**config.mk**
```make
export PLATFORM = sky130hd
export DESIGN_NAME = tps_div_stage
export DESIGN_NICKNAME = d
export VERILOG_FILES = /design/src/rtl/triangle_plane_section_defines.svh /design/src/rtl/tps_pkg.sv /design/src/rtl/tps_div_stage.sv
export SDC_FILE = /design/constraint.sdc
export NUM_CORES = 1
export LEC_CHECK = 0
export ABC_CLOCK_PERIOD_IN_PS = 37400
export BUFFER_PORTS_ARGS = -buffer_cell sky130_fd_sc_hd__buf_2
export CAP_MARGIN = 15
export CORE_AREA = 2 2 147 149
export CTS_CLUSTER_SIZE = 28
export DETAILED_ROUTE_END_ITERATION = 10
export DIE_AREA = 0 0 149 151
export PLACE_DENSITY = 0.84
export SYNTH_ARGS = -nofsm -noshare
export SYNTH_HDL_FRONTEND = slang
export SYNTH_SLANG_ARGS = --single-unit
```
**constraint.sdc**
```tcl
create_clock -name clk_i -period 37.4 [get_ports clk_i]
set_clock_uncertainty 0.2 [all_clocks]
set_input_delay 5.61 -clock clk_i [delete_from_list [all_inputs] [get_ports clk_i]]
set_output_delay 5.61 -clock clk_i [all_outputs]
set_load 0.005 [all_outputs]
```
**src/rtl/triangle_plane_section_defines.svh**
```systemverilog
// Assertion macros used by the triangle plane section RTL.
`ifndef TRIANGLE_PLANE_SECTION_DEFINES_SVH
`define TRIANGLE_PLANE_SECTION_DEFINES_SVH
`ifndef SYNTH
`define TPS_ASSERT(label, clk, rst_n, prop) \
  label: assert property (@(posedge clk) disable iff (!rst_n) (prop)) \
    else $error("tps: assertion failed");
`define TPS_ASSERT_IMPL(label, clk, rst_n, ante, cons) \
  label: assert property (@(posedge clk) disable iff (!rst_n) (ante) |-> (cons)) \
    else $error("tps: implication failed");
`else
`define TPS_ASSERT(label, clk, rst_n, prop)
`define TPS_ASSERT_IMPL(label, clk, rst_n, ante, cons)
`endif
`endif

```
**src/rtl/tps_pkg.sv**
```systemverilog
package tps_pkg;

  localparam int CW       = 32;          // coordinate width
  localparam int NW       = 18;          // normal component width
  localparam int TW       = 16;          // tolerance width
  localparam int DIFW     = CW + 1;      // vertex minus origin
  localparam int PRODW    = DIFW + NW;   // one distance term
  localparam int SUMW     = PRODW + 2;   // sum of three terms
  localparam int DW       = 37;          // rounded distance, signed
  localparam int AW       = DW;          // distance magnitude
  localparam int SW       = AW + 1;      // divisor |da| + |db|
  localparam int QW       = 31;          // quotient bits
  localparam int OFFW     = DIFW + QW + 1;
  localparam int T_FRAC   = 30;
  localparam int DIV_STEPS_PER_STAGE = 4;
  localparam int DIV_STAGES = (QW + DIV_STEPS_PER_STAGE - 1) / DIV_STEPS_PER_STAGE;

  typedef logic signed [CW-1:0] coord_t;
  typedef coord_t [2:0] point_t;

  typedef enum logic [2:0] {
    REG_ORIGIN_X   = 3'd0,
    REG_ORIGIN_Y   = 3'd1,
    REG_ORIGIN_Z   = 3'd2,
    REG_NORMAL_X   = 3'd3,
    REG_NORMAL_Y   = 3'd4,
    REG_NORMAL_Z   = 3'd5,
    REG_PLANE_TOL  = 3'd6,
    REG_POINT_TOL  = 3'd7
  } reg_e;

  // Partial state of one restoring division.
  typedef struct packed {
    logic [SW-1:0] rem;
    logic [SW-1:0] den;
    logic [QW-1:0] quo;
  } div_t;

endpackage

```
**src/rtl/tps_div_stage.sv**
```systemverilog
module tps_div_stage import tps_pkg::*; #(
  parameter int STEPS = 4
) (
  input  logic clk_i,
  input  div_t div_i,
  output div_t div_o
);

  div_t div_d, div_q;

  always_comb begin
    logic [SW:0] sh;
    div_d = div_i;
    for (int k = 0; k < STEPS; k++) begin
      sh = {div_d.rem, 1'b0};
      if (sh >= {1'b0, div_d.den}) begin
        div_d.rem = SW'(sh - {1'b0, div_d.den});
        div_d.quo = {div_d.quo[QW-2:0], 1'b1};
      end else begin
        div_d.rem = sh[SW-1:0];
        div_d.quo = {div_d.quo[QW-2:0], 1'b0};
      end
    end
  end

  always_ff @(posedge clk_i) begin
    div_q <= div_d;
  end

  assign div_o = div_q;

endmodule

```
==> flow_metrics.tcl, run 1 <==
set metrics [dict create \
    min_path_type "input port to flip-flop" \
    htreeDepth 3 \
    synthDistinctLibCells 87 \
    dieArea_sq_um 22500 \
    cts_tree "yes" \
    syn_to_final_growth_pct 11.4 \
    fmax_ghz 0.0497 \
    clockRootBuffer "clkbuf_16" \
    antenna_left 0 \
    finalSetupViolCount 0 \
    synth_cells 1542 \
    cts_buffers 9 \
    relSlewSlack 0.390 \
    hold_buffers 0 \
    final_net_count 1975 \
    period_share 0.538 \
    worstSetupPathType "input port to flip-flop" \
    grt-ovfl-total 0 \
    first_global_vias 11000 \
    antenna_found_initial 0 \
    n_antenna_cell 0 \
    rows 53 \
    crit_path_end "div_o[106]$_DFF_P_" \
    ir_drop_mv 0.0623 \
    core_sq_um 20800 \
    synth_warnings 0 \
    die_h_microns 151 \
    crit_top_cell "ha_1" \
    final_common_cell "buf_2" \
    drcViolationCount 0 \
    worst-slew-pin-transition_ns 0.910 \
    drive_above_1_share 0.196 \
    clockBufferDepth 2 \
    synth_area_sq_um 12400 \
    required_ns 37.45 \
    cts-resized-gates 0 \
    track_usage 0.313 \
    fin_cells 1997 \
    max_stage_delay_ns 0.76 \
    status "finished, final reports clean" \
    wl_per_cell_microns 18.4 \
    finalWirelength_microns 36600 \
    initial_core_util 0.595 \
    critPathLaunchType "input port" \
    tns_ns 0 \
    finalWeightedCongestion 0.959 \
    ys.flop_type "dfxtp_1" \
    grt_max_degree 52 \
    io_pins 215 \
    path_max_fanout 51 \
    die_x_microns 149 \
    cp.arrival_ns 20.17 \
    dp_hpwl_microns 29700 \
    grt_pass1_wl_microns 56100 \
    synth_area_per_cell_sq_um 8.03 \
    cts.clk_slew.worst_paths_ns 0.08 \
    ys_seq_area_frac 0.173 \
    slew_viol_final 0 \
    largest_reg_flops 107 \
    hold_violations 0 \
    drtPass1Iterations 5 \
    final_cell_mix "210 x buf_2, 154 x a21oi_1, 149 x ha_1" \
    dp.cells 1981 \
    clock-sinks 107 \
    synth_edf_count 0 \
    post-cts-setup-buffers 0 \
    period_minus_slack_ns 20.12 \
    port_buffers 210 \
    syn-num-nets 1800 \
    cellPowerDensity_nw_per_um2 115 \
    critPathLaunch "div_i[32]" \
    rsz0062_at_grt "no" \
    vias 12500 \
    end_kind "flip-flop" \
    ys_ff_latch 107 \
    cp_slowest_cell "a211oi_1" \
    maxCapViolCount 0 \
    p_leak_nw 6.61 \
    drt_iter0_markers 1088 \
    async_reset_ff_frac 0 \
    viasPerCell 6.24 \
]
## per-layer routing
layer	vias to the layer above	wire length (microns)	share of wire	global-route usage
met5	-	0	0	0
met4	0	1220	0.033	0.113
met3	64	3130	0.085	0.0380
met2	610	15900	0.43	0.495
met1	5780	16400	0.45	0.439
li1	6008	-	-	-
## kinds of logic after synthesis
group / synth area share
AOI/OAI and AO/OA: 0.255
and+or+nand+nor: 0.166
adders and majority gates: 0.152
buffers and inverters: 0.0531
xor gates and xnor gates: 0.0891
muxes: 0.111
DFF: 0.173
## worst min path at each step
stage                          from                end  slack [ns]  cells past startpoint
after global placement    div_i[15]  div_o[19]$_DFF_P_        5.51                      1
after detailed placement  div_i[21]  div_o[25]$_DFF_P_        5.51                      1
after global routing      div_i[24]  div_o[28]$_DFF_P_        5.13                      1
final                      div_i[9]  div_o[13]$_DFF_P_        5.14                      1
after floorplan            div_i[6]  div_o[10]$_DFF_P_        5.44                      0
after CTS                 div_i[24]  div_o[28]$_DFF_P_        5.13                      1
## critical path: cells and delay by family
family | cells | cell delay [ns]
AOI/OAI and AO/OA | 26 | 7.92
muxes | 4 | 1.59
and+or+nand+nor | 7 | 1.44
buffers and inverters | 9 | 2.04
adders and majority gates | 4 | 1.42
## cell type report
| cell class | instances | area, sq um |
|---|---|---|
| Fill cell | 1848 | 7030 |
| Tap cell | 275 | 344 |
| Clock inverter | 7 | 65.1 |
| Sequential cell | 107 | 2140 |
| Inverter | 91 | 349 |
| Multi-Input combinational cell | 1295 | 9590 |
| Clock buffer | 9 | 225 |
| Timing Repair Buffer | 213 | 1070 |
## synth_stat cells, types with 22 or more instances
| cell type | count | share of area |
|---|---|---|
| mux2i_1 | 24 | 0.019 |
| a21o_1 | 62 | 0.038 |
| mux2_2 | 46 | 0.042 |
| inv_1 | 88 | 0.027 |
| o21ai_0 | 89 | 0.036 |
| nand3_1 | 37 | 0.015 |
| xor2_1 | 31 | 0.022 |
| a21oi_1 | 154 | 0.062 |
| ha_1 | 149 | 0.15 |
| xnor2_1 | 95 | 0.067 |
| nand2_1 | 103 | 0.031 |
| nor3_1 | 30 | 0.012 |
| and3_1 | 22 | 0.011 |
| dfxtp_1 | 107 | 0.17 |
| mux2_4 | 36 | 0.044 |
| nand4_1 | 26 | 0.013 |
| nor2_1 | 118 | 0.036 |
## metrics by stage
| step | util | hold slack (ns) | power, mW | cell area [sq um] | worst slack [ns] |
|---|---|---|---|---|---|
| after floorplan | - | 5.44 | 1.21 | 12400 | 20.42 |
| after global placement | 0.648 | 5.51 | 1.42 | 13500 | 17.55 |
| after detailed placement | 0.648 | 5.51 | 1.45 | 13500 | 17.39 |
| after CTS | 0.662 | 5.13 | 1.56 | 13800 | 17.68 |
| after global routing | 0.662 | 5.13 | 1.70 | 13800 | 16.52 |
| final | 0.662 | 5.14 | 1.58 | 13800 | 17.28 |
## report_power, final
part	leakage (nW)	switching [mW]	internal, mW
Clock	0.146	0.0487	0.0471
Sequential	0.903	0.00520	0.154
Combinational	5.56	0.696	0.631
Total	6.61	0.750	0.833
No activity file was read; power rests on OpenSTA's default activity.
==> inputs of run 2 (changes only) <==
--- a/config.mk
+++ b/config.mk
@@ -5,14 +5,14 @@
 export SDC_FILE = /design/constraint.sdc
 export NUM_CORES = 1
 export LEC_CHECK = 0
-export ABC_CLOCK_PERIOD_IN_PS = 37400
+export ABC_CLOCK_PERIOD_IN_PS = 19300
 export BUFFER_PORTS_ARGS = -buffer_cell sky130_fd_sc_hd__buf_2
 export CAP_MARGIN = 15
-export CORE_AREA = 2 2 147 149
+export CORE_AREA = 2 2 148 150
 export CTS_CLUSTER_SIZE = 28
 export DETAILED_ROUTE_END_ITERATION = 10
-export DIE_AREA = 0 0 149 151
-export PLACE_DENSITY = 0.84
+export DIE_AREA = 0 0 150 152
+export PLACE_DENSITY = 0.83
 export SYNTH_ARGS = -nofsm -noshare
 export SYNTH_HDL_FRONTEND = slang
 export SYNTH_SLANG_ARGS = --single-unit
==> constraint.sdc (replaced) <==
create_clock -name clk_i -period 19.3 [get_ports clk_i]
set_clock_uncertainty 0.2 [all_clocks]
set_input_delay 2.895 -clock clk_i [delete_from_list [all_inputs] [get_ports clk_i]]
set_output_delay 2.895 -clock clk_i [all_outputs]
set_load 0.005 [all_outputs]
==> flow_metrics.tcl, run 2 (synthesis results as in run 1) <==
set metrics [dict create \
    clockBufferDepth 2 \
    tns_ns 0 \
    io_pins 215 \
    largest_reg_flops 107 \
    track_usage 0.309 \
    first_global_vias 11100 \
    grt_pass1_wl_microns 56700 \
    dp_hpwl_microns 29900 \
    slew_viol_final 0 \
    status "finished, final reports clean" \
    cts_tree "yes" \
    die_x_microns 150 \
    dieArea_sq_um 22800 \
    worst-slew-pin-transition_ns 0.987 \
    grt_max_degree 35 \
    cts-resized-gates 0 \
    cp.arrival_ns 17.38 \
    crit_top_cell "ha_1" \
    final_common_cell "buf_2" \
    crit_path_end "div_o[79]$_DFF_P_" \
    placedInstanceArea_sq_um 13500 \
    finalWirelength_microns 36700 \
    antenna_left 0 \
    worstSetupPathType "input port to flip-flop" \
    antenna_found_initial 0 \
    cts_buffers 9 \
    port_buffers 210 \
    fin_ws_ns 1.96 \
    cellPowerDensity_nw_per_um2 222 \
    wl_per_cell_microns 18.3 \
    min_path_type "input port to flip-flop" \
    n_antenna_cell 0 \
    finalWeightedCongestion 0.992 \
    hold_buffers 0 \
    p_total_mw 3.07 \
    drtPass1Iterations 6 \
    drcViolationCount 0 \
    p_leak_nw 6.62 \
    ir_drop_mv 0.125 \
    rsz0062_at_grt "no" \
    relSlewSlack 0.342 \
    die_h_microns 152 \
    clockRootBuffer "clkbuf_16" \
    final_net_count 1977 \
    period_share 0.899 \
    finalSetupViolCount 0 \
    path_max_fanout 34 \
    drt_iter0_markers 1192 \
    hold_violations 0 \
    initial_core_util 0.580 \
    place_ws_ns 1.84 \
    viasPerCell 6.18 \
    vias 12400 \
    required_ns 19.34 \
    fmax_ghz 0.0577 \
    rows 54 \
    max_stage_delay_ns 0.74 \
    post-cts-setup-buffers 0 \
    htreeDepth 3 \
    syn_to_final_growth_pct 11.5 \
    post-route-util 0.647 \
    cp_slowest_cell "inv_1" \
    final_cell_mix "210 x buf_2, 154 x a21oi_1, 149 x ha_1" \
    critPathLaunch "div_i[49]" \
    final_cell_area_sq_um 13800 \
    critPathLaunchType "input port" \
    core_sq_um 21400 \
    maxCapViolCount 0 \
    period_minus_slack_ns 17.34 \
    cts.clk_slew.worst_paths_ns 0.08 \
    clock-sinks 107 \
    grt-ovfl-total 0 \
    drive_above_1_share 0.197 \
    end_kind "flip-flop" \
]
run 2: changes by cell type in the layout (fill, tap and decap cells not counted):
| cell | previous run | this run |
|---|---|---|
| clkinv_4 | 2 | 1 |
| buf_4 | 3 | 5 |
| inv_6 | 2 | 3 |
run 2: routing by layer:
| layer | GRT usage | up-vias | part of all wire |
|---|---|---|---|
| met5 | 0 | - | 0 |
| met2 | 0.483 | 565 | 0.44 |
| li1 | - | 6030 | - |
| met4 | 0.0930 | 0 | 0.028 |
| met3 | 0.0417 | 71 | 0.086 |
| met1 | 0.440 | 5725 | 0.45 |
run 2: worst max-delay path, delay by kind of cell:
family / cells / cell delay [ns]
compound gates: 19 / 5.56
mux: 4 / 1.57
simple gates: 12 / 3.06
buf+inv: 8 / 2.58
fa+ha+maj: 4 / 1.63
run 2: worst min path at each step:
stage | cells past startpoint | to | slack [ns] | startpoint
floorplan | 0 | div_o[10]$_DFF_P_ | 2.72 | div_i[6]
global placement | 1 | div_o[22]$_DFF_P_ | 2.80 | div_i[18]
detailed placement | 1 | div_o[16]$_DFF_P_ | 2.80 | div_i[12]
CTS | 1 | div_o[24]$_DFF_P_ | 2.42 | div_i[20]
global route | 1 | div_o[20]$_DFF_P_ | 2.42 | div_i[16]
finish | 1 | div_o[14]$_DFF_P_ | 2.42 | div_i[10]
run 2: cell type report:
class / instances / area (sq um)
Multi-Input combinational cell: 1295 / 9590
Fill cell: 1914 / 7540
Sequential cell: 107 / 2140
Timing Repair Buffer: 215 / 1090
Tap cell: 280 / 350
Inverter: 91 / 349
Clock buffer: 9 / 225
Clock inverter: 7 / 65.1
run 2: report_power, final:
group	leakage [nW]	total (mW)	switching (mW)	internal (mW)
combinational	5.57	2.57	1.35	1.22
sequential	0.903	0.309	0.00976	0.299
clock	0.146	0.185	0.0937	0.0914
total	6.62	3.07	1.45	1.61
run 2: metrics by stage:
| stage | hold slack, ns | cells |
|---|---|---|
| 6_report | 2.42 | 2004 |
| 5_1_grt | 2.42 | 2004 |
| 4_1_cts | 2.42 | 2004 |
| 3_5_place_dp | 2.80 | 1988 |
| 3_3_place_gp | 2.80 | 1988 |
| 2_1_floorplan | 2.72 | 1542 |
